**src/rtl/ppld_pkg.sv**
```systemverilog
// shared constants, codes and types for the planar pixel line draw core
// no dependencies
`timescale 1ns / 1ps
`default_nettype none
package ppld_pkg;

  localparam int BYTES_PER_LINE = 80;
  localparam int LINES          = 512;
  localparam int PLANES         = 4;

  localparam int ROW_PIXELS = 8 * BYTES_PER_LINE;
  localparam int MEM_DEPTH  = BYTES_PER_LINE * LINES;
  localparam int ADDR_W     = $clog2(MEM_DEPTH);
  localparam int WORD_W     = 8 * PLANES;

  localparam int REQ_W   = 2;
  localparam int X_W     = 10;
  localparam int Y_W     = 9;
  localparam int E_W     = 10;
  localparam int COLOR_W = 4;
  localparam int PIX_W   = 4;
  localparam int MODE_W  = 2;

  // coordinate compare width, covers the largest row width and line count
  localparam int CW     = 12;
  localparam int BYTE_W = X_W - 3;
  localparam int ROW_W  = E_W;

  typedef enum logic [REQ_W-1:0] {
    REQ_PIXEL = 2'd0,
    REQ_READ  = 2'd1,
    REQ_HLINE = 2'd2,
    REQ_VLINE = 2'd3
  } req_t;

  typedef enum logic [MODE_W-1:0] {
    DM_SET = 2'd0,
    DM_XOR = 2'd1,
    DM_OR  = 2'd2,
    DM_AND = 2'd3
  } mode_t;

  typedef enum logic [2:0] {
    ST_CLEAR,
    ST_IDLE,
    ST_SETUP,
    ST_READ,
    ST_WRITE,
    ST_DONE
  } state_t;

  typedef struct packed {
    logic              we;
    logic [ADDR_W-1:0] waddr;
    logic [WORD_W-1:0] wdata;
    logic              re;
    logic [ADDR_W-1:0] raddr;
  } mem_req_t;

  typedef struct packed {
    logic [2:0]         lo;
    logic [2:0]         hi;
    logic [COLOR_W-1:0] color;
    logic               xor_mode;
  } rmw_ctl_t;

endpackage
`default_nettype wire

```
**src/rtl/ppld_rmw.sv**
```systemverilog
// shared byte-mask unit: builds the span mask and merges it into the planes by colour bit and mode
// depends on ppld_pkg
`timescale 1ns / 1ps
`default_nettype none
module ppld_rmw (
  input  ppld_pkg::rmw_ctl_t          rmw_ctl,
  input  logic [ppld_pkg::WORD_W-1:0] rd_word,
  output logic [ppld_pkg::WORD_W-1:0] new_word,
  output logic [ppld_pkg::PIX_W-1:0]  pix
);
  import ppld_pkg::*;

  logic [7:0]        mask;
  logic [PLANES-1:0] color_ext;
  logic [PLANES-1:0] plane_hit;

  assign mask      = (8'hFF >> rmw_ctl.lo) & (8'hFF << (3'd7 - rmw_ctl.hi));
  assign color_ext = PLANES'(rmw_ctl.color);

  always_comb begin
    for (int p = 0; p < PLANES; p++) begin
      plane_hit[p] = |(rd_word[8*p +: 8] & mask);
      if (rmw_ctl.xor_mode) begin
        new_word[8*p +: 8] = color_ext[p] ? (rd_word[8*p +: 8] ^ mask)
                                          : rd_word[8*p +: 8];
      end else begin
        new_word[8*p +: 8] = color_ext[p] ? (rd_word[8*p +: 8] | mask)
                                          : (rd_word[8*p +: 8] & ~mask);
      end
    end
  end

  assign pix = PIX_W'(plane_hit);

endmodule
`default_nettype wire

```
**config.mk**
```make
export PLATFORM = sky130hd
export DESIGN_NAME = ppld_rmw
export DESIGN_NICKNAME = d
export VERILOG_FILES = /design/src/rtl/ppld_pkg.sv /design/src/rtl/ppld_rmw.sv
export SDC_FILE = /design/constraint.sdc
export NUM_CORES = 1
export LEC_CHECK = 0
export ABC_AREA = 0
export CORE_MARGIN = 2
export CORE_UTILIZATION = 35
export DETAILED_ROUTE_END_ITERATION = 8
export DONT_BUFFER_PORTS = 1
export SYNTH_ARGS = -nofsm -noshare
export SYNTH_HDL_FRONTEND = slang
export SYNTH_SLANG_ARGS = --single-unit
```
**constraint.sdc**
```tcl
create_clock -name vclk -period 1.92
set_input_delay 0.096 -clock vclk [all_inputs]
set_output_delay 0.096 -clock vclk [all_outputs]
set_load 0.01 [all_outputs]
```
Yosys cells after proc, flatten, opt, wreduce, memory -nomap -nowiden --
Cells that the tools add are included.
Word-level totals: flip-flop bits (word level) 0, output and inout port bits 36, logic and storage cells 37
Operators by class: add/sub/neg operators 1, shifts and indexed selects 2, multiplexer cells 12, bitwise logic cells 18, reductions and logical operators 4
Operators with widths (count):
- $mux 8 | 12
- $and 8x8->8 | 9
- $or 8x8->8 | 4
- $reduce_or 8->1 | 4
- $xor 8x8->8 | 4
- $not 8->8 | 1
- $shl 8x3->8 const A | 1
- $shr 8x3->8 const A | 1
- $sub 3x3->3 const A | 1

Longest topological paths before layout --
Gate-level depths: netlist of the first run.
depth after elaboration 7, mapped depth 8

Worst setup path before layout of the first run --
Ideal clock, no wire load.
path kind input -> output, start in rmw_ctl[7] (netlist bit), end out pix[1] (netlist bit), arrival 1173 ps, required time 1824 ps, slack 651 ps, stages 8, cells stage by stage buf_6 -> nand3_1 -> inv_1 -> ha_1 -> nor2_1 -> o21ai_0 -> a221oi_2 -> nand3_1
Between the ends: word-level cells in the longest chain between the ends 5
Ends and longest elaborated chain:
- from (decl) | RTL line ppld_rmw.sv:6 | input ppld_pkg::rmw_ctl_t rmw_ctl,
- $sub 3x3->3 | RTL line ppld_rmw.sv:17 | assign mask = (8'hFF >> rmw_ctl.lo) & (8'hFF << (3'd7 - rmw_ctl.hi));
- $shl 8x3->8 | RTL line ppld_rmw.sv:17
- $and 8x8->8 | RTL line ppld_rmw.sv:17
- $and 8x8->8 | RTL line ppld_rmw.sv:22 | plane_hit[p] = |(rd_word[8*p +: 8] & mask);
- $reduce_or 8->1 | RTL line ppld_rmw.sv:22
- to (decl) | RTL line ppld_rmw.sv:9 | output logic [ppld_pkg::PIX_W-1:0] pix
No other way between the ends.

Worst setup path in the final report of the first run --
start in rmw_ctl[6] (netlist bit), end out pix[1] (netlist bit)
Same word-level chain as after synthesis.

==> results.py, run 1 <==
metrics = {
    "floorplanning": {
        "initial_core_util_pct": 36.84,
        "core_area_sq_um": 3390,
        "rows": 21,
        "fp.dieW_um": 63.73,
        "design.die.area_sq_um": 4062,
        "io_pins": 79,
        "dieHeight_um": 63.73,
    },
    "setup_path": {
        "setup.worst_path.class": "in2out",
        "cp.required_ns": 1.82,
        "slowest_stage": "nand3_1",
        "slowest_delay_ns": 0.24,
        "critPathMostFrequentCell": "nand3_1",
        "path_depth": 7,
        "crit_buf_inv": 1,
        "cp-end-kind": "primary output",
        "cp.arrival_ns": 1.33,
        "worstPathCellList": "nand3_1 -> inv_1 -> ha_1 -> nor2_1 -> o21ai_0 -> a221oi_2 -> nand3_1",
        "worst_setup_path_start_kind": "input port",
        "cp_top_family": "simple AND/OR/NAND/NOR gates",
        "worst-path-max-fanout": 8,
    },
    "global_routing": {
        "grt_pass1_wl_um": 6810,
        "grt_use_total_pct": 20.04,
        "grt_pass1_vias": 1358,
        "grt_max_degree": 26,
        "antenna_found_initial": 0,
        "overflow": 0,
    },
    "logic_synthesis": {
        "yosys.cell_types.count": 38,
        "postSynthAreaPerCell_sq_um": 6.371,
        "yosysSeqAreaShare_pct": 0,
        "synth_nets": 247,
        "syn_area_sq_um": 1249,
        "synth_cells": 196,
        "synth_warnings": 0,
    },
    "power": {
        "clkPwrFrac_pct": 0,
        "p_switching_uw": 169.8,
        "leakage_nw": 0.4816,
        "power_frac_comb_pct": 100.0,
        "power.total_uw": 273.9,
        "powerDensity_nw_per_um2": 223.0,
        "internal_power_uw": 104.2,
        "vdd_drop_max_v": 0.00003850,
        "p_seq_share_pct": 0,
        "power.share.switching_pct": 61.97,
    },
    "place": {
        "dp_hpwl_um": 3329,
        "portBuffers": 0,
        "place_area_sq_um": 1229,
        "gp_congestion": 0.8382,
        "post-place-ws_ns": 0.5277,
    },
    "finish": {
        "n_clock_buffer": 0,
        "areaGrowthSynthToFinish_pct": -1.603,
        "mostFrequentLayoutCells": "a21oi_1, nor2_1, o21ai_0",
        "design_area_sq_um": 1229,
        "layout_commonest_cell": "a21oi_1",
        "nets": 239,
        "register_area_sq_um": 0,
        "seq_cells": 0,
        "drive_above_1_share_pct": 12.37,
        "antenna_cells": 0,
    },
    "routing": {
        "met1_length_um": 1722,
        "dr_wl_met2_um": 1825,
        "wl_per_cell_um": 17.99,
        "totalWireLength_um": 4173,
        "drc": 0,
        "firstDrtPassIters": 4,
        "vias_per_cell": 6.457,
        "wl_met3_um": 613,
        "vias": 1498,
        "top_layer_used": "met4",
        "ant_nets": 0,
        "drt_iter0_markers": 86,
    },
    "sta": {
        "holdWs_ns": 0.3353,
        "period_share_pct": 74.06,
        "finalSetupViolCount": 0,
        "fmax_mhz": 703.2,
        "fin_crit_ns": 1.422,
        "fin_ws_ns": 0.4980,
        "hold_viol": 0,
        "slew_headroom_pct": 55.25,
        "rsz0062_at_grt": "false",
        "tightest_slew_ns": 0.6688,
        "drv_slew": 0,
        "setup_tns_ns": 0,
    },
    "clocking": {
        "post_cts_buffers": 0,
        "postCtsHoldBufs": 0,
        "cts_resized": 0,
    },
    "flow_run": {
        "cap_violations": 0,
    },
    "hold_path": {
        "hold_depth": 2,
        "hold_class": "in2out",
    },
    "status": {
        "status": "finished, final reports clean",
    },
}
[synthesized netlist by cell type]
cell | n | area share [%]
a21oi_1 | 31 | 12
nor2_1 | 23 | 6.9
o21ai_0 | 14 | 5.6
nand2_1 | 12 | 3.6
and3_1 | 11 | 5.5
nor3_1 | 9 | 3.6
ha_1 | 8 | 8.0
nand3_1 | 8 | 3.2
a211oi_1 | 7 | 4.2
a22oi_1 | 6 | 3.6
o22ai_1 | 6 | 3.0
buf_6 | 5 | 4.5
inv_1 | 5 | 1.5
a211oi_2 | 4 | 4.0
clkbuf_1 | 4 | 1.2
nand4_1 | 4 | 2.0
a21boi_0 | 3 | 1.8
and2_1 | 3 | 1.5
and3_4 | 3 | 2.7
buf_2 | 3 | 1.2
mux2i_1 | 3 | 2.4
o221a_2 | 3 | 2.7
and2_2 | 2 | 1.2
and3_2 | 2 | 1.2
nor3_2 | 2 | 1.6
o32ai_1 | 2 | 1.4
or3_1 | 2 | 1.0
a2111o_1 | 1 | 0.90
a221oi_1 | 1 | 0.70
a221oi_2 | 1 | 1.2
buf_4 | 1 | 0.60
clkbuf_8 | 1 | 1.1
clkinv_1 | 1 | 0.30
nand2b_1 | 1 | 0.50
nand3_2 | 1 | 0.80
o211a_1 | 1 | 0.80
o21ai_2 | 1 | 0.70
o41ai_1 | 1 | 0.70
[final timing paths]
path / start / endpoint
setup / recovery: rmw_ctl[6] / pix[1]
hold / removal: rd_word[15] / new_word[15]
[cell type report]
| cell class | instances | area [sq um] |
|---|---|---|
| Tap cell | 46 | 57.56 |
| Inverter | 6 | 22.52 |
| Fill cell | 366 | 2161 |
| Multi-Input combinational cell | 176 | 1119 |
| Timing Repair Buffer | 4 | 30.03 |
[power by group through the flow]
stage | Sequential, mW | Clock (mW) | Combinational (mW)
2_1_floorplan | 0 | 0 | 0.261
3_3_place_gp | 0 | 0 | 0.273
3_5_place_dp | 0 | 0 | 0.275
4_1_cts | 0 | 0 | 0.275
5_1_grt | 0 | 0 | 0.308
6_report | 0 | 0 | 0.274
[cells by family after synthesis]
| logic type | after synthesis | share of synthesized area, % |
|---|---|---|
| buffers and inverters | 20 | 10.42 |
| AOI/OAI and AO/OA | 82 | 43.79 |
| and+or+nand+nor | 83 | 35.37 |
| muxes | 3 | 2.405 |
| adders and majority gates | 8 | 8.016 |
[layer usage]
layer / GRT usage [%] / vias to the layer above
li1: - / 736
met1: 26.39 / 686
met2: 31.84 / 74
met3: 8.803 / 2
met4: 0.8152 / 0
met5: 0 / -
[stage by stage]
step	utilization, %	std cells
final	36.25	232
after global routing	36.25	232
after detailed placement	36.25	232
after floorplan	-	196
after global placement	36.25	232
after CTS	36.25	232
No activity file was read; power rests on OpenSTA's default activity.
==> inputs of run 2 (changes only) <==
--- a/config.mk
+++ b/config.mk
@@ -5,7 +5,7 @@
 export SDC_FILE = /design/constraint.sdc
 export NUM_CORES = 1
 export LEC_CHECK = 0
-export ABC_AREA = 0
+export ABC_AREA = 1
 export CORE_MARGIN = 2
 export CORE_UTILIZATION = 35
 export DETAILED_ROUTE_END_ITERATION = 8
==> constraint.sdc (replaced) <==
create_clock -name vclk -period 1.3
set_input_delay 0.065 -clock vclk [all_inputs]
set_output_delay 0.065 -clock vclk [all_outputs]
set_load 0.01 [all_outputs]
==> run 2 against run 1 <==
  * Routed wire length increased by 7.3%
  * Worst setup slack worse by 0.36 ns
  * Synthesized cell count grew 55%
  * Core utilization up 1.0 points
  * Final cell count is 46% higher
  * Cell area up 14%
  * Flip-flop and latch count stayed put
  * Sequential share of layout area did not move
  * Critical path depth shrank 1
  * First-iteration DRC count up 20%
  * Via count increased by 21%
==> results.py, run 2 <==
metrics = {
    "sta": {
        "drv_slew": 0,
        "finalSetupViolCount": 0,
        "slew_headroom_pct": 72.22,
        "hold_viol": 0,
        "fmax_mhz": 857.7,
        "setup_tns_ns": 0,
        "period_share_pct": 89.69,
        "tightest_slew_ns": 0.4162,
        "fin_crit_ns": 1.166,
        "rsz0062_at_grt": "false",
    },
    "clocking": {
        "postCtsHoldBufs": 0,
        "post_cts_buffers": 0,
        "cts_resized": 0,
    },
    "power": {
        "clkPwrFrac_pct": 0,
        "power_frac_comb_pct": 100.0,
        "internal_power_uw": 139.1,
        "powerDensity_nw_per_um2": 308.3,
        "leakage_nw": 0.8825,
        "power.share.switching_pct": 67.65,
        "vdd_drop_max_v": 0.0001178,
        "p_seq_share_pct": 0,
        "p_switching_uw": 291.0,
    },
    "flow_run": {
        "cap_violations": 0,
    },
    "floorplanning": {
        "dieHeight_um": 67.11,
        "fp.dieW_um": 67.11,
        "initial_core_util_pct": 37.23,
        "design.die.area_sq_um": 4503,
        "io_pins": 79,
        "rows": 22,
        "core_area_sq_um": 3744,
    },
    "finish": {
        "antenna_cells": 0,
        "nets": 344,
        "fin_util_pct": 37.27,
        "seq_cells": 0,
        "layout_commonest_cell": "nand2_1",
        "register_area_sq_um": 0,
        "mostFrequentLayoutCells": "nand2_1, inv_1, nand4_1",
        "areaGrowthSynthToFinish_pct": 0.08990,
        "n_clock_buffer": 0,
        "drive_above_1_share_pct": 5.842,
        "fillers": 486,
        "design_area_sq_um": 1395,
    },
    "global_routing": {
        "overflow": 0,
        "antenna_found_initial": 0,
        "grt_max_degree": 34,
        "grt_pass1_wl_um": 7176,
        "grt_pass1_vias": 1605,
        "grt_use_total_pct": 19.85,
    },
    "hold_path": {
        "hold_class": "in2out",
        "hold_depth": 2,
    },
    "logic_synthesis": {
        "synthSimpleGateAreaFrac_pct": 64.90,
        "synth_top_area_cell": "nand2_1",
        "synth_top_area_share_pct": 37.43,
        "syn_area_sq_um": 1394,
        "netlist_top_cells_count": "nand2_1, inv_1, nand4_1",
        "synth-compound-area-share_pct": 10.77,
        "synth_xor_area_share_pct": 0,
        "postSynthAreaPerCell_sq_um": 4.600,
        "yosys.cell_types.count": 18,
        "yosys.cell_count.top_type": "nand2_1",
        "synth_top_family_by_area": "simple AND/OR/NAND/NOR gates",
        "yosysSeqAreaShare_pct": 0,
        "synth_area_leaders": "nand2_1, nand4_1, inv_1, ha_1, nor2_1",
        "synth_cells": 303,
        "muxShareOfSynthArea_pct": 0,
        "synthAdderAreaFrac_pct": 7.181,
        "synth_nets": 354,
        "synth_warnings": 0,
    },
    "setup_path": {
        "cp.required_ns": 1.24,
        "worst-path-max-fanout": 8,
        "worst_setup_path_start_kind": "input port",
        "cp-end-kind": "primary output",
        "setup.worst_path.class": "in2out",
        "cp.arrival_ns": 1.10,
    },
    "routing": {
        "totalWireLength_um": 4479,
        "vias": 1817,
        "ant_nets": 0,
        "wl_per_cell_um": 13.21,
        "vias_per_cell": 5.360,
        "drc": 0,
        "firstDrtPassIters": 4,
        "drt_iter0_markers": 103,
    },
    "place": {
        "portBuffers": 0,
        "dp_hpwl_um": 3541,
        "gp_congestion": 0.8462,
        "place_area_sq_um": 1395,
    },
    "status": {
        "status": "finished, final reports clean",
    },
}
## run 2: changes by cell type after synthesis, moves of 11 or more
cell	delta
a21oi_1	-22
and3_1	-11
inv_1	+36
nand2_1	+127
nand4_1	+23
## run 2: per-layer routing
layer	vias up	global-route usage, %	part of all wire, %
met5	-	0	0
met1	807	25.70	46
met4	0	0.5102	0
met2	66	35.02	44
met3	0	4.730	9.9
li1	944	-	-
## run 2: logic make-up after synthesis
kind of cell,after synthesis
buf+inv,58
compound gates,26
simple gates,211
fa+ha+maj,8
## run 2: area by class of cell
class | instances | area (sq um) | area share (%)
multi-input combinational | 245 | 1155 | 82.78
inverter | 44 | 165.2 | 11.84
tap | 48 | 60.06 | 4.305
timing repair buffer | 2 | 15.01 | 1.076
## run 2: per-stage QoR
stage	std cells	hold WS, ns	power [mW]	setup slack (ns)
6_report	339	0.2725	0.4301	0.1341
5_1_grt	339	0.2779	0.5026	0.03185
4_1_cts	339	0.2750	0.4355	0.1501
3_5_place_dp	339	0.2750	0.4344	0.1524
3_3_place_gp	339	0.2735	0.4294	0.1953
2_1_floorplan	303	0.2648	0.4123	0.1696
## run 2: worst paths after layout
kind                        to  slack (ns)        from
hold / removal     new_word[8]        0.27  rd_word[8]
setup / recovery  new_word[31]        0.13  rmw_ctl[9]
## run 2: power groups by stage
stage / clock network (mW) / logic (mW) / registers, mW
finish: 0 / 0.430 / 0
floorplan: 0 / 0.412 / 0
CTS: 0 / 0.436 / 0
global placement: 0 / 0.429 / 0
detailed placement: 0 / 0.434 / 0
global route: 0 / 0.503 / 0
## run 2: critical path, cell delays in order
cell,delay [ns]
nor2_4,0.14
nand2_1,0.14
inv_1,0.23
ha_1,0.28
o22ai_1,0.14
a31oi_1,0.10
==> inputs of run 3 (changes only) <==
--- a/config.mk
+++ b/config.mk
@@ -10,6 +10,7 @@
 export CORE_UTILIZATION = 35
 export DETAILED_ROUTE_END_ITERATION = 8
 export DONT_BUFFER_PORTS = 1
+export REMOVE_ABC_BUFFERS = 1
 export SYNTH_ARGS = -nofsm -noshare
 export SYNTH_HDL_FRONTEND = slang
 export SYNTH_SLANG_ARGS = --single-unit
==> constraint.sdc (replaced) <==
create_clock -name vclk -period 1.3
set_input_delay 0.26 -clock vclk [all_inputs]
set_output_delay 0.26 -clock vclk [all_outputs]
set_load 0.01 [all_outputs]
==> run 3 against run 2 <==
  * The run now ends with negative setup slack left
  * Cell area up 28%
  * Total power up 34%
  * First-iteration DRC count down 36%
  * Non-clock buffer count up 17
  * Sequential share of layout area unchanged
  * Final cell count up 5.0%
  * Global-route usage up 1.2 points
  * Via count up 4.8%
  * Largest power group unchanged
==> results.py, run 3 (synthesis results as in run 2) <==
metrics = {
    "floorplanning": {
        "dieHeight_um": 67.11,
        "initial_core_util_pct": 37.23,
        "rows": 22,
        "io_pins": 79,
        "design.die.area_sq_um": 4503,
        "fp.dieW_um": 67.11,
        "core_area_sq_um": 3744,
    },
    "global_routing": {
        "grt_pass1_vias": 1652,
        "grt_max_degree": 34,
        "grt_pass1_wl_um": 7527,
        "antenna_found_initial": 0,
        "overflow": 0,
        "grt_use_total_pct": 21.03,
    },
    "finish": {
        "multi_input_area_sq_um": 1366,
        "n_clock_buffer": 0,
        "seq_cells": 0,
        "nets": 361,
        "areaGrowthSynthToFinish_pct": 28.37,
        "drive_above_1_share_pct": 25.32,
        "instances_no_fill": 356,
        "register_area_sq_um": 0,
        "design_area_sq_um": 1789,
        "layout_commonest_cell": "nand2_1",
        "mostFrequentLayoutCells": "nand2_1, inv_1, nand4_1",
        "antenna_cells": 0,
        "fillers": 423,
        "fin_util_pct": 47.79,
    },
    "setup_path": {
        "worst-path-max-fanout": 7,
        "setup.worst_path.class": "in2out",
        "worst_setup_path_start_kind": "input port",
        "crit_buf_inv": 2,
        "cp-end-kind": "primary output",
        "slowest_delay_ns": 0.20,
        "cp_top_family": "buffers and inverters",
        "worstPathCellList": "nor2_4 -> nand2_4 -> inv_8 -> ha_4 -> o22ai_2 -> a31oi_1 -> buf_4",
        "cp.required_ns": 1.04,
        "cp.arrival_ns": 1.04,
        "slowest_stage": "ha_4",
    },
    "hold_path": {
        "min_from": "rd_word[8]",
        "hold_class": "in2out",
        "hold_depth": 2,
        "hold_end": "new_word[8]",
    },
    "sta": {
        "fin_ws_ns": -0.003349,
        "finalSetupViolCount": 1,
        "slew_headroom_pct": 81.42,
        "drv_slew": 0,
        "fin_crit_ns": 1.303,
        "tightest_slew_ns": 0.2787,
        "period_share_pct": 100.3,
        "rsz0062_at_grt": "true",
        "hold_viol": 0,
        "holdWs_ns": 0.6520,
        "fmax_mhz": 767.3,
    },
    "place": {
        "post-place-ws_ns": -0.1589,
        "portBuffers": 0,
        "dp_hpwl_um": 3658,
        "dp_cells": 352,
        "place_area_sq_um": 1518,
        "gp_congestion": 0.9052,
    },
    "routing": {
        "drc": 0,
        "firstDrtPassIters": 4,
        "wl_per_cell_um": 13.88,
        "vias_per_cell": 5.351,
        "vias": 1905,
        "totalWireLength_um": 4940,
        "ant_nets": 0,
        "drt_iter0_markers": 66,
    },
    "power": {
        "leakage_nw": 0.9822,
        "vdd_drop_max_v": 0.0001351,
        "powerDensity_nw_per_um2": 323.3,
    },
    "flow_run": {
        "cap_violations": 0,
    },
    "clocking": {
        "postCtsHoldBufs": 0,
    },
    "status": {
        "violations": "negative setup slack",
        "status": "finished with violations",
    },
}
run 3: cell type report:
| type | instances | area share, % |
|---|---|---|
| inverters | 44 | 10.49 |
| multi-input cells | 245 | 76.36 |
| well taps | 48 | 3.357 |
| repair buffers | 19 | 9.790 |
run 3: worst max path at each step:
stage / from / to / cells after the start
after CTS: rmw_ctl[9] / new_word[7] / 7
after detailed placement: rmw_ctl[9] / new_word[7] / 7
after global routing: rmw_ctl[10] / pix[0] / 7
final: rmw_ctl[9] / new_word[31] / 7
after floorplan: rmw_ctl[6] / new_word[8] / 7
after global placement: rmw_ctl[9] / new_word[7] / 7
run 3: report_power, final:
part           internal (mW)  total (mW)  leakage [nW]  switching [mW]
combinational          0.227       0.578         0.982           0.351
clock                      0           0             0               0
sequential                 0           0             0               0
total                  0.227       0.578         0.982           0.351
run 3: per-layer routing:
metal	GRT usage [%]	part of all wire (%)	routed length (um)
met1	27.30	42	2063
met2	36.88	48	2390
met3	3.547	8.6	424
met4	3.061	1.2	61
met5	0	0	0
run 3: timing repair:
item | 4_1_cts | 5_1_grt
resized for setup | 21 | 45
pin swaps | 10 | 20
setup endpoints to repair | 20 | 25
cloned | 0 | 0
setup buffers | 2 | 2
run 3: per-stage QoR:
step	power [mW]	setup TNS [ns]
after floorplan	0.3638	-1.037
after global placement	0.4790	-1.071
after detailed placement	0.4846	-1.213
after CTS	0.5143	-0.03032
after global routing	0.6501	-0.2565
final	0.5784	-0.003349
