File: config.mk
export PLATFORM = sky130hd
export DESIGN_NAME = ppld_ctrl_flat
export DESIGN_NICKNAME = d
export VERILOG_FILES = /design/src/rtl/ppld_pkg.sv /design/src/rtl/ppld_if.sv /design/src/rtl/ppld_ctrl.sv /design/src/flat_wrapper.sv
export SDC_FILE = /design/constraint.sdc
export NUM_CORES = 1
export LEC_CHECK = 0
export CAP_MARGIN = 15
export CORE_UTILIZATION = 49
export CTS_CLUSTER_SIZE = 12
export DETAILED_ROUTE_END_ITERATION = 6
export DONT_BUFFER_PORTS = 1
export PLACE_DENSITY_LB_ADDON = 0.2
export RECOVER_POWER = 50
export SLEW_MARGIN = 10
export SYNTH_ARGS = -nofsm -noshare
export SYNTH_HDL_FRONTEND = slang
export SYNTH_SLANG_ARGS = --single-unit
File: constraint.sdc
create_clock -name clk -period 3.2 [get_ports clk]
set_input_delay 0.16 -clock clk [delete_from_list [all_inputs] [get_ports clk]]
set_output_delay 0.16 -clock clk [all_outputs]
set_load 0.03 [all_outputs]
File: src/rtl/ppld_pkg.sv
// shared constants, codes and types for the planar pixel line draw core
// no dependencies
`timescale 1ns / 1ps
`default_nettype none
package ppld_pkg;

  localparam int BYTES_PER_LINE = 80;
  localparam int LINES          = 512;
  localparam int PLANES         = 4;

  localparam int ROW_PIXELS = 8 * BYTES_PER_LINE;
  localparam int MEM_DEPTH  = BYTES_PER_LINE * LINES;
  localparam int ADDR_W     = $clog2(MEM_DEPTH);
  localparam int WORD_W     = 8 * PLANES;

  localparam int REQ_W   = 2;
  localparam int X_W     = 10;
  localparam int Y_W     = 9;
  localparam int E_W     = 10;
  localparam int COLOR_W = 4;
  localparam int PIX_W   = 4;
  localparam int MODE_W  = 2;

  // coordinate compare width, covers the largest row width and line count
  localparam int CW     = 12;
  localparam int BYTE_W = X_W - 3;
  localparam int ROW_W  = E_W;

  typedef enum logic [REQ_W-1:0] {
    REQ_PIXEL = 2'd0,
    REQ_READ  = 2'd1,
    REQ_HLINE = 2'd2,
    REQ_VLINE = 2'd3
  } req_t;

  typedef enum logic [MODE_W-1:0] {
    DM_SET = 2'd0,
    DM_XOR = 2'd1,
    DM_OR  = 2'd2,
    DM_AND = 2'd3
  } mode_t;

  typedef enum logic [2:0] {
    ST_CLEAR,
    ST_IDLE,
    ST_SETUP,
    ST_READ,
    ST_WRITE,
    ST_DONE
  } state_t;

  typedef struct packed {
    logic              we;
    logic [ADDR_W-1:0] waddr;
    logic [WORD_W-1:0] wdata;
    logic              re;
    logic [ADDR_W-1:0] raddr;
  } mem_req_t;

  typedef struct packed {
    logic [2:0]         lo;
    logic [2:0]         hi;
    logic [COLOR_W-1:0] color;
    logic               xor_mode;
  } rmw_ctl_t;

endpackage
`default_nettype wire

File: src/rtl/ppld_if.sv
// request and result channel interfaces of the planar pixel line draw core
// depends on ppld_pkg
`timescale 1ns / 1ps
`default_nettype none
interface ppld_req_if;
  import ppld_pkg::*;

  logic               valid;
  logic               ready;
  logic [REQ_W-1:0]   req_type;
  logic [X_W-1:0]     x_pos;
  logic [Y_W-1:0]     y_pos;
  logic [E_W-1:0]     end_coord;
  logic [COLOR_W-1:0] color;

  modport source (output valid, output req_type, output x_pos, output y_pos,
                  output end_coord, output color, input ready);
  modport sink   (input valid, input req_type, input x_pos, input y_pos,
                  input end_coord, input color, output ready);
endinterface

interface ppld_res_if;
  import ppld_pkg::*;

  logic             valid;
  logic             ready;
  logic [PIX_W-1:0] pixel_value;
  logic             done_res;

  modport source (output valid, output pixel_value, output done_res, input ready);
  modport sink   (input valid, input pixel_value, input done_res, output ready);
endinterface
`default_nettype wire

File: src/rtl/ppld_ctrl.sv
// sequencer: store clear, request setup, byte and row walk, result register
// depends on ppld_pkg, ppld_if
`timescale 1ns / 1ps
`default_nettype none
module ppld_ctrl (
  input  logic                        clk,
  input  logic                        rst_n,
  ppld_req_if.sink                    in_chan,
  ppld_res_if.source                  out_chan,
  input  logic                        cfg_wr_en,
  input  logic [ppld_pkg::MODE_W-1:0] cfg_draw_mode,
  output ppld_pkg::mem_req_t          mem_req,
  output ppld_pkg::rmw_ctl_t          rmw_ctl,
  input  logic [ppld_pkg::WORD_W-1:0] rmw_word,
  input  logic [ppld_pkg::PIX_W-1:0]  rmw_pix
);
  import ppld_pkg::*;

  state_t             state_r, state_nxt;
  logic [MODE_W-1:0]  mode_r, mode_nxt;
  logic [ADDR_W-1:0]  clr_addr_r, clr_addr_nxt;
  logic               out_valid_r, out_valid_nxt;
  logic [PIX_W-1:0]   out_pix_r, out_pix_nxt;

  req_t               req_r, req_nxt;
  logic [X_W-1:0]     x_r, x_nxt;
  logic [Y_W-1:0]     y_r, y_nxt;
  logic [E_W-1:0]     e_r, e_nxt;
  logic [COLOR_W-1:0] color_r, color_nxt;
  logic               xor_r, xor_nxt;
  logic [ADDR_W-1:0]  addr_r, addr_nxt;
  logic [BYTE_W-1:0]  byte_r, byte_nxt;
  logic [BYTE_W-1:0]  first_r, first_nxt;
  logic [BYTE_W-1:0]  last_r, last_nxt;
  logic [2:0]         lo_r, lo_nxt;
  logic [2:0]         hi_r, hi_nxt;
  logic [ROW_W-1:0]   row_r, row_nxt;
  logic [ROW_W-1:0]   row_last_r, row_last_nxt;
  logic [PIX_W-1:0]   pix_r, pix_nxt;

  logic [CW-1:0]      xe, ye, ee, x2c, y2c, x2m1, y2m1;
  logic               su_empty;
  logic [BYTE_W-1:0]  su_last;
  logic [2:0]         su_hi;
  logic [ROW_W-1:0]   su_row_last;
  logic [ADDR_W-1:0]  row_base;
  logic               step_last;
  logic               out_free;

  // request setup: clipping and span bounds
  assign xe   = CW'(x_r);
  assign ye   = CW'(y_r);
  assign ee   = CW'(e_r);
  assign x2c  = (ee > CW'(ROW_PIXELS)) ? CW'(ROW_PIXELS) : ee;
  assign y2c  = (ee > CW'(LINES)) ? CW'(LINES) : ee;
  assign x2m1 = x2c - CW'(1);
  assign y2m1 = y2c - CW'(1);
  assign row_base = ADDR_W'(y_r) * ADDR_W'(BYTES_PER_LINE);

  always_comb begin
    su_empty    = (xe >= CW'(ROW_PIXELS)) || (ye >= CW'(LINES));
    su_last     = x_r[X_W-1:3];
    su_hi       = x_r[2:0];
    su_row_last = ROW_W'(y_r);
    case (req_r)
      REQ_HLINE: begin
        su_empty = (ye >= CW'(LINES)) || (xe >= x2c);
        su_last  = BYTE_W'(x2m1 >> 3);
        su_hi    = x2m1[2:0];
      end
      REQ_VLINE: begin
        su_empty    = (xe >= CW'(ROW_PIXELS)) || (ye >= y2c);
        su_row_last = ROW_W'(y2m1);
      end
      default: ;
    endcase
  end

  always_comb begin
    case (req_r)
      REQ_HLINE: step_last = (byte_r == last_r);
      REQ_VLINE: step_last = (row_r == row_last_r);
      default:   step_last = 1'b1;
    endcase
  end

  assign out_free = !out_valid_r || out_chan.ready;

  // next state
  always_comb begin
    state_nxt = state_r;
    case (state_r)
      ST_CLEAR: if (clr_addr_r == ADDR_W'(MEM_DEPTH - 1)) state_nxt = ST_IDLE;
      ST_IDLE:  if (in_chan.valid) state_nxt = ST_SETUP;
      ST_SETUP: state_nxt = su_empty ? ST_DONE : ST_READ;
      ST_READ:  state_nxt = ST_WRITE;
      ST_WRITE: state_nxt = step_last ? ST_DONE : ST_READ;
      ST_DONE:  if (out_free) state_nxt = ST_IDLE;
      default:  state_nxt = ST_IDLE;
    endcase
  end

  // datapath and outputs
  always_comb begin
    mode_nxt      = mode_r;
    clr_addr_nxt  = clr_addr_r;
    out_valid_nxt = out_valid_r;
    out_pix_nxt   = out_pix_r;
    req_nxt       = req_r;
    x_nxt         = x_r;
    y_nxt         = y_r;
    e_nxt         = e_r;
    color_nxt     = color_r;
    xor_nxt       = xor_r;
    addr_nxt      = addr_r;
    byte_nxt      = byte_r;
    first_nxt     = first_r;
    last_nxt      = last_r;
    lo_nxt        = lo_r;
    hi_nxt        = hi_r;
    row_nxt       = row_r;
    row_last_nxt  = row_last_r;
    pix_nxt       = pix_r;
    mem_req       = '0;
    in_chan.ready = 1'b0;

    if (cfg_wr_en) begin
      mode_nxt = cfg_draw_mode;
    end
    if (out_chan.ready) begin
      out_valid_nxt = 1'b0;
    end

    case (state_r)
      ST_CLEAR: begin
        mem_req.we    = 1'b1;
        mem_req.waddr = clr_addr_r;
        mem_req.wdata = '0;
        clr_addr_nxt  = clr_addr_r + ADDR_W'(1);
      end
      ST_IDLE: begin
        in_chan.ready = 1'b1;
        if (in_chan.valid) begin
          req_nxt   = req_t'(in_chan.req_type);
          x_nxt     = in_chan.x_pos;
          y_nxt     = in_chan.y_pos;
          e_nxt     = in_chan.end_coord;
          color_nxt = in_chan.color;
          xor_nxt   = (mode_t'(mode_r) == DM_XOR) &&
                      (req_t'(in_chan.req_type) != REQ_PIXEL);
        end
      end
      ST_SETUP: begin
        pix_nxt      = '0;
        first_nxt    = x_r[X_W-1:3];
        byte_nxt     = x_r[X_W-1:3];
        lo_nxt       = x_r[2:0];
        last_nxt     = su_last;
        hi_nxt       = su_hi;
        row_nxt      = ROW_W'(y_r);
        row_last_nxt = su_row_last;
        addr_nxt     = row_base + ADDR_W'(x_r[X_W-1:3]);
      end
      ST_READ: begin
        mem_req.re    = 1'b1;
        mem_req.raddr = addr_r;
      end
      ST_WRITE: begin
        if (req_r == REQ_READ) begin
          pix_nxt = rmw_pix;
        end else begin
          mem_req.we    = 1'b1;
          mem_req.waddr = addr_r;
          mem_req.wdata = rmw_word;
        end
        if (!step_last) begin
          row_nxt = row_r + ROW_W'(1);
          if (req_r == REQ_HLINE) begin
            byte_nxt = byte_r + BYTE_W'(1);
            addr_nxt = addr_r + ADDR_W'(1);
          end else begin
            addr_nxt = addr_r + ADDR_W'(BYTES_PER_LINE);
          end
        end
      end
      ST_DONE: begin
        if (out_free) begin
          out_valid_nxt = 1'b1;
          out_pix_nxt   = pix_r;
        end
      end
      default: ;
    endcase
  end

  // span mask bounds for the current byte
  assign rmw_ctl.lo       = (byte_r == first_r) ? lo_r : 3'd0;
  assign rmw_ctl.hi       = (byte_r == last_r) ? hi_r : 3'd7;
  assign rmw_ctl.color    = color_r;
  assign rmw_ctl.xor_mode = xor_r;

  assign out_chan.valid       = out_valid_r;
  assign out_chan.pixel_value = out_pix_r;
  assign out_chan.done_res    = 1'b1;

  always_ff @(posedge clk) begin
    if (!rst_n) begin
      state_r     <= ST_CLEAR;
      mode_r      <= DM_SET;
      clr_addr_r  <= '0;
      out_valid_r <= 1'b0;
    end else begin
      state_r     <= state_nxt;
      mode_r      <= mode_nxt;
      clr_addr_r  <= clr_addr_nxt;
      out_valid_r <= out_valid_nxt;
    end
  end

  always_ff @(posedge clk) begin
    out_pix_r  <= out_pix_nxt;
    req_r      <= req_nxt;
    x_r        <= x_nxt;
    y_r        <= y_nxt;
    e_r        <= e_nxt;
    color_r    <= color_nxt;
    xor_r      <= xor_nxt;
    addr_r     <= addr_nxt;
    byte_r     <= byte_nxt;
    first_r    <= first_nxt;
    last_r     <= last_nxt;
    lo_r       <= lo_nxt;
    hi_r       <= hi_nxt;
    row_r      <= row_nxt;
    row_last_r <= row_last_nxt;
    pix_r      <= pix_nxt;
  end

endmodule
`default_nettype wire

File: src/flat_wrapper.sv
// flat-port wrapper written by rule: the top's interface ports become plain ports
module ppld_ctrl_flat import ppld_pkg::*;
  (clk, rst_n, cfg_wr_en, cfg_draw_mode, mem_req, rmw_ctl, rmw_word, rmw_pix, in_chan_valid, in_chan_req_type, in_chan_x_pos, in_chan_y_pos, in_chan_end_coord, in_chan_color, in_chan_ready, out_chan_valid, out_chan_pixel_value, out_chan_done_res, out_chan_ready);
  ppld_req_if in_chan_i ();
  ppld_res_if out_chan_i ();
  input  logic clk;
  input  logic rst_n;
  input  logic cfg_wr_en;
  input  logic [ppld_pkg::MODE_W-1:0] cfg_draw_mode;
  output ppld_pkg::mem_req_t mem_req;
  output ppld_pkg::rmw_ctl_t rmw_ctl;
  input  logic [ppld_pkg::WORD_W-1:0] rmw_word;
  input  logic [ppld_pkg::PIX_W-1:0] rmw_pix;
  input wire logic [$bits(in_chan_i.valid)-1:0] in_chan_valid;
  input wire logic [$bits(in_chan_i.req_type)-1:0] in_chan_req_type;
  input wire logic [$bits(in_chan_i.x_pos)-1:0] in_chan_x_pos;
  input wire logic [$bits(in_chan_i.y_pos)-1:0] in_chan_y_pos;
  input wire logic [$bits(in_chan_i.end_coord)-1:0] in_chan_end_coord;
  input wire logic [$bits(in_chan_i.color)-1:0] in_chan_color;
  output wire logic [$bits(in_chan_i.ready)-1:0] in_chan_ready;
  output wire logic [$bits(out_chan_i.valid)-1:0] out_chan_valid;
  output wire logic [$bits(out_chan_i.pixel_value)-1:0] out_chan_pixel_value;
  output wire logic [$bits(out_chan_i.done_res)-1:0] out_chan_done_res;
  input wire logic [$bits(out_chan_i.ready)-1:0] out_chan_ready;
  assign in_chan_i.valid = in_chan_valid;
  assign in_chan_i.req_type = in_chan_req_type;
  assign in_chan_i.x_pos = in_chan_x_pos;
  assign in_chan_i.y_pos = in_chan_y_pos;
  assign in_chan_i.end_coord = in_chan_end_coord;
  assign in_chan_i.color = in_chan_color;
  assign in_chan_ready = in_chan_i.ready;
  assign out_chan_valid = out_chan_i.valid;
  assign out_chan_pixel_value = out_chan_i.pixel_value;
  assign out_chan_done_res = out_chan_i.done_res;
  assign out_chan_i.ready = out_chan_ready;
  ppld_ctrl u_core (.clk(clk), .rst_n(rst_n), .in_chan(in_chan_i), .out_chan(out_chan_i), .cfg_wr_en(cfg_wr_en), .cfg_draw_mode(cfg_draw_mode), .mem_req(mem_req), .rmw_ctl(rmw_ctl), .rmw_word(rmw_word), .rmw_pix(rmw_pix));
endmodule
# --- Word-level counts from Yosys, hierarchy flattened ---
# Cells that the tools add are included.
totals:
  register_bits: 129
  inputBits: 78
  output_inout_bits: 84
  elab_cells: 102
op_classes:
  n_addsub: 8
  n_mul: 1
  order_cmp: 6
  n_eq_ne: 19
  mux: 32
  n_reduce_logical: 15
op_table:
  columns: ["operator", "count"]
  rows:
  - ["one-hot mux 49 bit (2 select lines)", 1]
  - ["2-to-1 mux 49 bit", 1]
  - ["adder 16 x 1 -> 16 bit, second input constant", 2]
  - ["2-to-1 mux 16 bit", 2]
  - ["one-hot mux 16 bit (2 select lines)", 1]
  - ["2-to-1 mux 10 bit", 3]
  - ["2-to-1 mux 3 bit", 8]
  - ["2-to-1 mux 7 bit", 3]
  - ["greater-than comparator 10 bit, second input constant", 2]
  - ["one-hot mux 10 bit (2 select lines)", 1]
  - ["subtractor 10 x 1 -> 10 bit, second input constant", 2]
  - ["one-hot mux 3 bit (6 select lines)", 1]
  - ["2-to-1 mux 17 bit", 1]
  - ["adder 16 x 7 -> 16 bit", 1]
  - ["adder 16 x 7 -> 16 bit, second input constant", 1]
  - ["== test 16 bit, second input constant", 1]
  - ["== test 7 bit", 2]
  - ["one-hot mux 7 bit (2 select lines)", 1]
  - [">= comparator 10 x 12 -> 1 bit", 1]
  - [">= comparator 9 x 12 -> 1 bit", 1]
  - ["multiplier 9 x 3 -> 12 bit, second input constant", 1]
  - ["adder 10 x 1 -> 10 bit, second input constant", 1]
  - ["== test 10 bit", 1]
  - [">= comparator 10 bit, second input constant", 1]
  - ["21 further kinds", 41]

# --- Depth between registers and ports, before layout ---
# Gate-level depths: netlist of the first run.
depth:
  depth_word: 7
  ltp_mapped: 15
  ltp_nobuf: 13

# --- Worst setup path before layout of the first run ---
# OpenSTA, ideal clock, no wires.
synth_timing:
  path_type: "flip-flop to flip-flop"
  start: "reg u_core.state_r[0]"
  end: "reg u_core.addr_r[10] (enable)"
  setup_time_ns: 0.432
  arrival_time_ns: 2.591
  required_time_ns: 2.768
  slack_ns: 0.178
  stages_incl_launch_ff: 6
  n_path_buf: 2
  period_less_slack_ns: 3.022
  path_cell_list: "dfxtp_1 > clkbuf_1 > nor2_1 > nand2_1 > clkbuf_1 > o21ai_0"
synth_via:
  elab_chain_len: 3
  word_cells_on_any_way: 5
  classes_between: "3 x eq/ne; 2 x reduce/logical"
synth_rtl:
  columns: ["element", "line_no", "rtl"]
  rows:
  - ["start, declared", "ppld_ctrl.sv:19", "state_t state_r, state_nxt;"]
  - ["start signal, assigned", "ppld_ctrl.sv:213", "state_r <= state_nxt;"]
  - ["== test 3 bit / == test 3 x 2 -> 1 bit (equally long branches)", "ppld_ctrl.sv:134", "case (state_r)"]
  - ["inequality test 2 bit (no source line) / nonzero test 2 bit (equally long branches)", null, null]
  - ["AND reduction 2 bit (no source line) *", null, null]
  - ["end signal, assigned", "ppld_ctrl.sv:228", "addr_r <= addr_nxt;"]
  - ["end, declared", "ppld_ctrl.sv:31", "logic [ADDR_W-1:0] addr_r, addr_nxt;"]
# Every way passes the cells marked *; elsewhere a longest branch is shown, timed or not.
# A chain may end at the register's enable or synchronous reset.

# --- Final worst setup path of the first run ---
layout_timing:
  start: "reg u_core.e_r[5]"
  end: "reg u_core.state_r[1]"
layout_via:
  elab_chain_len: 7
  word_cells_on_any_way: 11
  classes_between: "4 x order compare; 5 x mux; 2 x reduce/logical"
layout_rtl:
  columns: ["element", "line_no", "rtl"]
  rows:
  - ["start, declared", "ppld_ctrl.sv:28", "logic [E_W-1:0] e_r, e_nxt;"]
  - ["start signal, assigned", "ppld_ctrl.sv:225", "e_r <= e_nxt;"]
  - ["greater-than comparator 10 bit, on equally long branches", "ppld_ctrl.sv:55, ppld_ctrl.sv:54", null]
  - ["2-to-1 mux 10 bit, on equally long branches", "ppld_ctrl.sv:55, ppld_ctrl.sv:54", null]
  - [">= comparator 9 x 12 -> 1 bit / >= comparator 10 x 12 -> 1 bit (equally long branches)", "ppld_ctrl.sv:72, ppld_ctrl.sv:67", null]
  - ["logical OR 1 bit, on equally long branches", "ppld_ctrl.sv:72, ppld_ctrl.sv:67", null]
  - ["one-hot mux 1 bit (2 select lines) *", "ppld_ctrl.sv:65", "case (req_r)"]
  - ["2-to-1 mux 3 bit *", "ppld_ctrl.sv:95", "ST_SETUP: state_nxt = su_empty ? ST_DONE : ST_READ;"]
  - ["one-hot mux 3 bit (6 select lines) *", "ppld_ctrl.sv:92", "case (state_r)"]
# Marked as above.

==> flow_summary_export.csv, run 1 <==
group,metric,value,unit
yosys,yosysTopAreaCell,"edfxtp_1",
route,ant_nets,0,
clock_network,cts_tree,"done",
route,detail_route.drc_violations,0,
sta,min_period,3180,ps
yosys,synth_top_cell_area_share,0.414,
clock_network,cts.htree.levels,4,
sta,period_share,0.993,
clock_network,cts_buffer_depth,2,
worst_setup_path,cp_data_arrival_time,3480,ps
clock_network,clock-sinks,129,
floorplanning,start_util,0.507,
sta,rsz0062_at_grt,"yes",
floorplanning,die_y,128,um
place,port-buffer-count,0,
worst_setup_path,cp_cell_sequence,"or4_4 > nor2_8 > a21boi_4 > o21ai_4 > nand2_2 > ha_4 > a211o_1 > a31oi_2 > o41ai_2 > a31oi_2 > nor3_4 > nor2_1 > o311a_1",
route,vias,5954,
yosys,synth_compound_area_frac,0.123,
power_and_ir_drop,p_leak,0.00349,uW
final_layout,diodes,0,
final_layout,ff_latch_area,3650,um2
final_layout,instances_no_fill,1057,
global_route,grt_pass1_wl,29.8,mm
yosys,synth.avg_cell_area,10.2,um2
global_route,grt.total_usage,0.241,
place,dpl.hpwl,13.8,mm
worst_hold_path,hp-class,"in -> reg",
sta,final_max_slew_viol_count,0,
clock_network,clockRootBuffer,"clkbuf_16",
clock_network,path_clk_slew,50,ps
final_layout,final_cell_mix,"edfxtp_1, nand2_1, and2_1",
yosys,synth_edf_count,107,
worst_setup_path,start_kind,"register",
place,place.gp.congestion,0.888,
worst_setup_path,crit_family,"compound AO/OA/AOI/OAI gates",
clock_network,cts_buffers,17,
route,drt-pass1-iter-count,5,
run_status,status,"finished clean",
power_and_ir_drop,power.density,393,nW/um2
yosys,ys_warn_count,0,
power_and_ir_drop,vdd_drop_max,0.000330,V
yosys,synth_mux_area_frac,0.00516,
place,dpl.cell_count,969,
route,wire_per_inst,18.2,um
job,maxCapViolCount,0,
yosys,async_flop_share,0,
worst_setup_path,path_common_cell,"a31oi_2",
place,placement.cell_area,8130,um2
sta,finalSetupViolCount,0,
yosys,synth_area_leaders,"edfxtp_1, ha_1, dfxtp_1",
floorplanning,die-area,16300,um2
final_layout,layout.cells.most_common,"edfxtp_1",
yosys,synth_fa_ha_area_frac,0.0758,
final_layout,design_area,9260,um2
final_layout,post-route-util,0.605,
sta,slew_headroom,0.302,
floorplanning,fp.dieW,128,um
worst_setup_path,cp-end-kind,"register",
yosys,yosys.area_share.xor_xnor,0.0923,
worst_setup_path,crit_type,"reg -> reg",
yosys,synth_flop_cell,"edfxtp_1",
global_route,grt_pass1_vias,5886,
worst_setup_path,max_stage_delay,600,ps
yosys,synthSimpleGateAreaFrac,0.204,
route,viasPerCell,5.63,
floorplanning,rows,45,
worst_setup_path,path_buf_inv,0,
yosys,syn_nets,882,
worst_setup_path,cp_max_fo,6,
worst_setup_path,cp.required,3510,ps
global_route,grt_max_degree,49,
global_route,grt-ovfl-total,0,
floorplanning,core_area,15300,um2
yosys,netlist_instances,759,
final_layout,fin_nets,956,
route,drt_wl_total,19.2,mm
final_layout,fillers,1237,
final_layout,multi_input_area,3970,um2
yosys,synth_top_family_by_area,"simple AND/OR/NAND/NOR gates",
route,drtIter0Drc,356,
yosys,netlist_area,7760,um2
sta,whs,76.4,ps
yosys,ys_types,70,
worst_setup_path,crit_slowest_cell,"or4_4",
final_layout,drive_gt1_frac,0.111,
clock_network,insertion_delay,420,ps
yosys,yosysSeqAreaShare,0.471,
sta,worst_pin_slew,1040,ps
floorplanning,io-pin-count,162,
sta,final_hold_viol_count,0,
global_route,antenna_found_initial,0,
yosys,synth_seq_cells,129,
sta,skew,7.31,ps
final_layout,area_growth,19.4,%
sta,clock.fmax,0.315,GHz
## metal layers
metal	vias to the layer above	share of wire	GRT usage
met4	0	0.025	0.0983
met2	233	0.49	0.419
met5	-	0	0
met1	2816	0.43	0.291
li1	2863	-	-
met3	42	0.056	0.0513
## timing repair
item	4_1_cts	5_1_grt
endpoints found under the hold margin	61	0
hold buffers	46	0
pin swaps	4	8
gates resized for setup	6	9
endpoints found under the setup margin	2	4
setup buffers	4	7
## cell type report
type | count | share of cell area
clock buffers | 28 | 0.0547
clock inverters | 4 | 0.00297
inverters | 17 | 0.00689
multi-input cells | 579 | 0.428
flip-flops and latches | 129 | 0.395
well taps | 211 | 0.0285
repair buffers | 89 | 0.0839
## cells in the mapped netlist (all sizes together) (6+ instances only)
cell,instances
inv,17
buf,9
a21oi,29
o21ai,55
xor2,39
a21boi,7
nand2,91
nor3,8
and3,16
a22o,15
nor4,6
nor2,42
clkbuf,25
edfxtp,107
ha,43
and2,66
xnor2,41
a211oi,7
nor2b,11
nand2b,12
nand3,23
nand4,11
dfxtp,22
## state kept, by name, summed over array words and instances, names as in the netlist, 2 cells and up
name and count:
u_core.addr_r 16, u_core.clr_addr_r 16, u_core.e_r 10, u_core.row_last_r 10, u_core.row_r 10, u_core.x_r 10
u_core.y_r 9, u_core.byte_r 7, u_core.first_r 7, u_core.last_r 7, u_core.color_r 4, u_core.out_chan.pixel_value 4
u_core.pix_r 4, u_core.hi_r 3, u_core.lo_r 3, u_core.state_r 3, u_core.mode_r 2, u_core.req_r 2
## kinds of logic after synthesis
group,Yosys count
adder cells (fa/ha/maj),46
multiplexers,4
AND/OR/NAND/NOR,303
flip-flops,129
XOR/XNOR,80
buffers and inverters,51
other,1
AO/OA/AOI/OAI,145
## final timing paths
path | start | end | slack [ps] | cells past startpoint
worst min-delay path | in_chan_req_type[0] | u_core.xor_r$_DFFE_PP_ | 80 | 2
worst max-delay path | u_core.e_r[5]$_DFFE_PP_ | u_core.state_r[1]$_SDFFE_PN0P_ | 20 | 13
worst max register to register | u_core.e_r[5]$_DFFE_PP_ | u_core.state_r[1]$_SDFFE_PN0P_ | 20 | 13
worst min register to register | u_core.pix_r[1]$_SDFFCE_PN0P_ | u_core.out_chan.pixel_value[1]$_DFFE_PP_ | 430 | 0
## stage by stage
step / total power (uW) / setup WS [ps] / setup TNS, ps
floorplan: 1870 / 178 / 0
global placement: 1870 / -42.6 / -42.6
detailed placement: 1870 / -154 / -218
CTS: 3670 / -6.95 / -6.95
global route: 3740 / -86.4 / -109
finish: 3640 / 23.4 / 0
## report_power, final
part	leakage [uW]	internal, uW	switching (uW)	total, uW
sequential	0.00113	1810	5.36	1810
combinational	0.00211	48.8	25.5	74.4
clock	0.000251	1070	681	1750
Note: power is estimated with default switching activity, not from simulation.
==> run 2, diff against run 1 <==
Settings changed: CORE_ASPECT_RATIO set to 0.5.
==> flow_summary_export.csv, run 2 (synthesis gave the netlist of run 1 again) <==
group,metric,value,unit
run_status,status,"finished with violations",
run_status,violations,"design-rule violations",
sta,min_period,3150,ps
place,place.gp.congestion,0.850,
sta,final_max_slew_viol_count,0,
clock_network,cts_tree,"done",
power_and_ir_drop,power_switching,775,uW
global_route,grt_max_degree,49,
sta,timing.final.ws_setup,48.3,ps
floorplanning,die-area,16400,um2
route,wl_met1,9.26,mm
worst_setup_path,cp.required,3510,ps
sta,finalSetupTns,0,ps
power_and_ir_drop,vdd_drop_max,0.000342,V
worst_setup_path,start_kind,"register",
sta,slew_headroom,0.326,
clock_network,clockRootBuffer,"clkbuf_16",
route,vias,5881,
sta,worst_pin_slew,1000,ps
sta,clock.fmax,0.317,GHz
job,maxCapViolCount,0,
clock_network,insertion_delay,420,ps
route,wire_per_inst,18.4,um
power_and_ir_drop,power.density,408,nW/um2
place,placement.cell_area,8140,um2
power_and_ir_drop,pwr-share-comb,0.020,
sta,period_share,0.985,
clock_network,path_clk_slew,70,ps
final_layout,layout.cells.most_common,"edfxtp_1",
place,port-buffer-count,0,
clock_network,cts_buffers,17,
route,dr_wl_met3,1.38,mm
sta,finalSetupViolCount,0,
power_and_ir_drop,pwr-share-clk,0.500,
global_route,grt-ovfl-total,0,
final_layout,final_cell_mix,"edfxtp_1, nand2_1, and2_1",
floorplanning,start_util,0.502,
worst_setup_path,worstRegToRegCells,14,
floorplanning,fp.dieW,180,um
route,drtIter0Drc,431,
power_and_ir_drop,power_frac_seq,0.480,
worst_setup_path,cp_data_arrival_time,3460,ps
route,detail_route.drc_violations,33,
final_layout,post-route-util,0.598,
final_layout,fillers,1303,
final_layout,drive_gt1_frac,0.113,
final_layout,top_regs,"u_core.addr_r: 16 flops, u_core.clr_addr_r: 16 flops",
route,ant_nets,0,
route,top_layer,"met4",
floorplanning,rows,32,
final_layout,design_area,9240,um2
clock_network,clock-sinks,129,
floorplanning,io-pin-count,162,
floorplanning,die_y,91.0,um
worst_hold_path,hp-class,"in -> reg",
power_and_ir_drop,p_int,2990,uW
sta,skew,13.2,ps
power_and_ir_drop,swShare,0.206,
route,route.met2.wl,8.44,mm
place,dpl.hpwl,14.1,mm
route,drt_wl_total,19.3,mm
power_and_ir_drop,p_leak,0.00348,uW
clock_network,cts.htree.levels,4,
worst_setup_path,cp_max_fo,5,
route,drt-pass1-iter-count,7,
global_route,grt.total_usage,0.240,
worst_setup_path,r2r_start,"u_core.e_r[3]$_DFFE_PP_",
sta,rsz0062_at_grt,"yes",
floorplanning,core_area,15500,um2
global_route,grt_pass1_wl,30.1,mm
global_route,grt_pass1_vias,5563,
sta,final_hold_viol_count,0,
worst_hold_path,hp-start,"in_chan_req_type[0]",
worst_hold_path,whs_path_depth,2,
global_route,antenna_found_initial,3,
final_layout,area_growth,19.1,%
worst_setup_path,cp-end-kind,"register",
final_layout,fin_nets,954,
route,viasPerCell,5.60,
clock_network,cts_buffer_depth,2,
worst_setup_path,crit_path_start,"u_core.e_r[3]$_DFFE_PP_",
worst_setup_path,crit_type,"reg -> reg",
place,place_worst_setup_slack,4.32,ps
## run 2: changes by cell type in the layout (fill, tap and decap cells not counted), sizes merged
cell	before	now
bufinv	0	2
clkbuf	34	24
clkinv	1	6
diode	0	3
clkinvlp	3	5
buf	37	35
## run 2: power groups by stage
stage               Sequential, uW  Clock [uW]  Combinational, uW
floorplan                     1840           0               25.5
global placement              1850           0               24.3
detailed placement            1850           0               25.0
CTS                           1810        1910               74.4
global route                  1810        1980               79.6
finish                        1810        1880               75.1
## run 2: final cells by class
class | count | area [um2] | share of cell area
tap | 204 | 255 | 0.0276
clock inverter | 13 | 141 | 0.0153
antenna | 3 | 7.51 | 0.000812
timing repair buffer | 87 | 748 | 0.0810
clock buffer | 18 | 429 | 0.0464
inverter | 17 | 63.8 | 0.00691
sequential | 129 | 3650 | 0.395
multi-input combinational | 579 | 3940 | 0.427
## run 2: layer usage
metal / track usage / vias up
li1: - / 2862
met1: 0.339 / 2781
met2: 0.369 / 217
met3: 0.0630 / 21
met4: 0.0582 / 0
met5: 0 / -
## run 2: worst max-delay path, cell delays in order, from the launching register on
cell	delay (ps)
edfxtp_1	380
or4_4	600
nor2_8	110
a21boi_2	80
o21ai_4	210
nand2_2	120
ha_4	230
a211o_1	300
a31oi_2	180
o41ai_2	100
a31oi_1	260
nor3_2	80
buf_4	150
a22oi_2	170
a21boi_1	80
## run 2: path summary, 6_finish.rpt
| path | endpoint | slack [ps] |
|---|---|---|
| setup / recovery | u_core.state_r[2]$_SDFFE_PN0P_ | 50 |
| hold / removal | u_core.xor_r$_DFFE_PP_ | 80 |
| hold reg to reg | u_core.out_chan.pixel_value[0]$_DFFE_PP_ | 420 |
| setup reg to reg | u_core.state_r[2]$_SDFFE_PN0P_ | 50 |
## run 2: metrics by stage
stage                     hold WS [ps]  instances  power (uW)
after detailed placement           259        965        1870
after CTS                         64.5       1042        3790
after global placement             259        965        1870
final                             83.7       1050        3770
after floorplan                    259        759        1870
after global routing              74.2       1049        3870
## run 2: repair_timing
| item | 4_1_cts | 5_1_grt |
|---|---|---|
| endpoints found under the hold margin | 61 | 0 |
| hold buffers | 46 | 0 |
| gates resized for setup | 0 | 10 |
| setup endpoints to repair | 0 | 3 |
| buffers inserted | 0 | 4 |
==> run 3, diff against run 2 <==
Settings changed: ABC_CLOCK_PERIOD_IN_PS set to 3300, TNS_END_PERCENT set to 50.
Clock period 3.2 ns to 3.3 ns, I/O delays scaled along.
==> flow_summary_export.csv, run 3 (synthesis gave the netlist of run 1 again) <==
group,metric,value,unit
worst_setup_path,cp_data_arrival_time,3560,ps
sta,final_max_slew_viol_count,31,
clock_network,cts_tree,"done",
final_layout,fillers,1269,
clock_network,clockRootBuffer,"clkbuf_16",
clock_network,cts_buffers,17,
place,place_worst_setup_slack,14.4,ps
floorplanning,die_y,91.0,um
route,detail_route.drc_violations,32,
sta,rsz0062_at_grt,"yes",
floorplanning,fp.dieW,180,um
final_layout,top_regs,"u_core.addr_r: 16 flops, u_core.clr_addr_r: 16 flops",
worst_setup_path,worstRegToRegCells,14,
floorplanning,rows,32,
run_status,status,"finished with violations",
sta,clock.fmax,0.307,GHz
clock_network,path_clk_slew,60,ps
route,drtIter0Drc,421,
clock_network,clock-sinks,129,
global_route,grt_max_degree,49,
worst_setup_path,crit_family,"compound AO/OA/AOI/OAI gates",
floorplanning,io-pin-count,162,
power_and_ir_drop,p_leak,0.00353,uW
route,ant_nets,0,
final_layout,final_cell_mix,"edfxtp_1, nand2_1, and2_1",
final_layout,drive_gt1_frac,0.113,
route,wire_per_inst,18.8,um
global_route,grt_pass1_wl,31.0,mm
global_route,grt_pass1_vias,5749,
run_status,violations,"design-rule violations, max-capacitance violations, max-slew violations",
worst_setup_path,cp_max_fo,6,
worst_setup_path,cp_num_cells,14,
route,vias,6013,
clock_network,insertion_delay,410,ps
sta,slew_headroom,-0.110,
route,viasPerCell,5.74,
job,maxCapViolCount,1,
place,port-buffer-count,0,
final_layout,layout.cells.most_common,"edfxtp_1",
worst_setup_path,cp.required,3600,ps
place,place.gp.congestion,0.869,
sta,timing.final.ws_setup,38.7,ps
global_route,grt-ovfl-total,0,
sta,min_period,3260,ps
final_layout,fin_nets,952,
clock_network,cts_buffer_depth,2,
worst_hold_path,whs_path_depth,2,
worst_setup_path,crit_slowest_cell,"or4_4",
route,drt_wl_total,19.7,mm
worst_hold_path,hp-class,"in -> reg",
sta,finalSetupViolCount,0,
place,dpl.hpwl,14.1,mm
sta,worst_pin_slew,1660,ps
global_route,antenna_found_initial,1,
power_and_ir_drop,vdd_drop_max,0.000259,V
worst_setup_path,path_buf_inv,1,
worst_setup_path,start_kind,"register",
route,drt-pass1-iter-count,7,
global_route,grt.total_usage,0.246,
worst_setup_path,max_stage_delay,590,ps
floorplanning,start_util,0.502,
power_and_ir_drop,power.density,419,nW/um2
sta,whs,17.1,ps
clock_network,cts.htree.levels,4,
floorplanning,core_area,15500,um2
sta,skew,12.9,ps
floorplanning,die-area,16400,um2
final_layout,area_growth,20.0,%
sta,period_share,0.988,
sta,final_hold_viol_count,0,
worst_setup_path,cp_cell_sequence,"or4_4 > nor2_8 > a21boi_4 > o21ai_4 > nand2_2 > ha_4 > a211o_1 > a31oi_2 > o41ai_2 > a31oi_1 > nor3_2 > buf_4 > nor2_1 > o311a_1",
worst_setup_path,cp-end-kind,"register",
worst_setup_path,crit_type,"reg -> reg",
-- run 3: area by class of cell --
class / instances / area [um2] / area share
multi-input combinational: 579 / 3960 / 0.425
clock inverter: 14 / 211 / 0.0227
clock buffer: 18 / 429 / 0.0461
inverter: 17 / 63.8 / 0.00685
tap: 204 / 255 / 0.0274
sequential: 129 / 3650 / 0.392
timing repair buffer: 85 / 737 / 0.0791
antenna: 2 / 5.00 / 0.000537
-- run 3: stage by stage --
stage          TNS [ps]   util  total power, uW  instances  cell area [um2]
5_1_grt            -177  0.602             3990       1047             9310
3_3_place_gp          0  0.523             1810        959             8090
3_5_place_dp          0  0.523             1810        959             8090
2_1_floorplan         0      -             1810        759             7760
6_report              0  0.602             3900       1048             9310
4_1_cts               0  0.595             3920       1036             9190
-- run 3: metal layers --
metal	GRT usage	wire [um]	vias up
met3	0.0622	1530	29
met4	0.0812	382	0
met5	0	0	-
met1	0.341	9210	2867
li1	-	-	2860
met2	0.377	8590	257
-- run 3: repair_timing --
action | 4_1_cts | 5_1_grt
endpoints found under the hold margin | 61 | 0
pin swaps | 0 | 6
resized for setup | 1 | 13
cloned | 0 | 1
endpoints found under the setup margin | 1 | 2
setup buffers | 0 | 8
hold buffers | 45 | 0
-- run 3: final timing paths --
kind                            startpoint                                        to  slack, ps
min reg2reg  u_core.pix_r[0]$_SDFFCE_PN0P_  u_core.out_chan.pixel_value[0]$_DFFE_PP_        420
max                u_core.e_r[2]$_DFFE_PP_            u_core.state_r[1]$_SDFFE_PN0P_         40
max reg2reg        u_core.e_r[2]$_DFFE_PP_            u_core.state_r[1]$_SDFFE_PN0P_         40
min                         out_chan_ready          u_core.out_chan.valid$_SDFF_PN0_         20
-- run 3: power by group --
part	total, uW	switching [uW]	internal [uW]	leakage (uW)
registers	1750	5.00	1750	0.00113
logic	72.0	25.4	46.6	0.00209
clock network	2070	734	1340	0.000304
total	3900	764	3140	0.00353
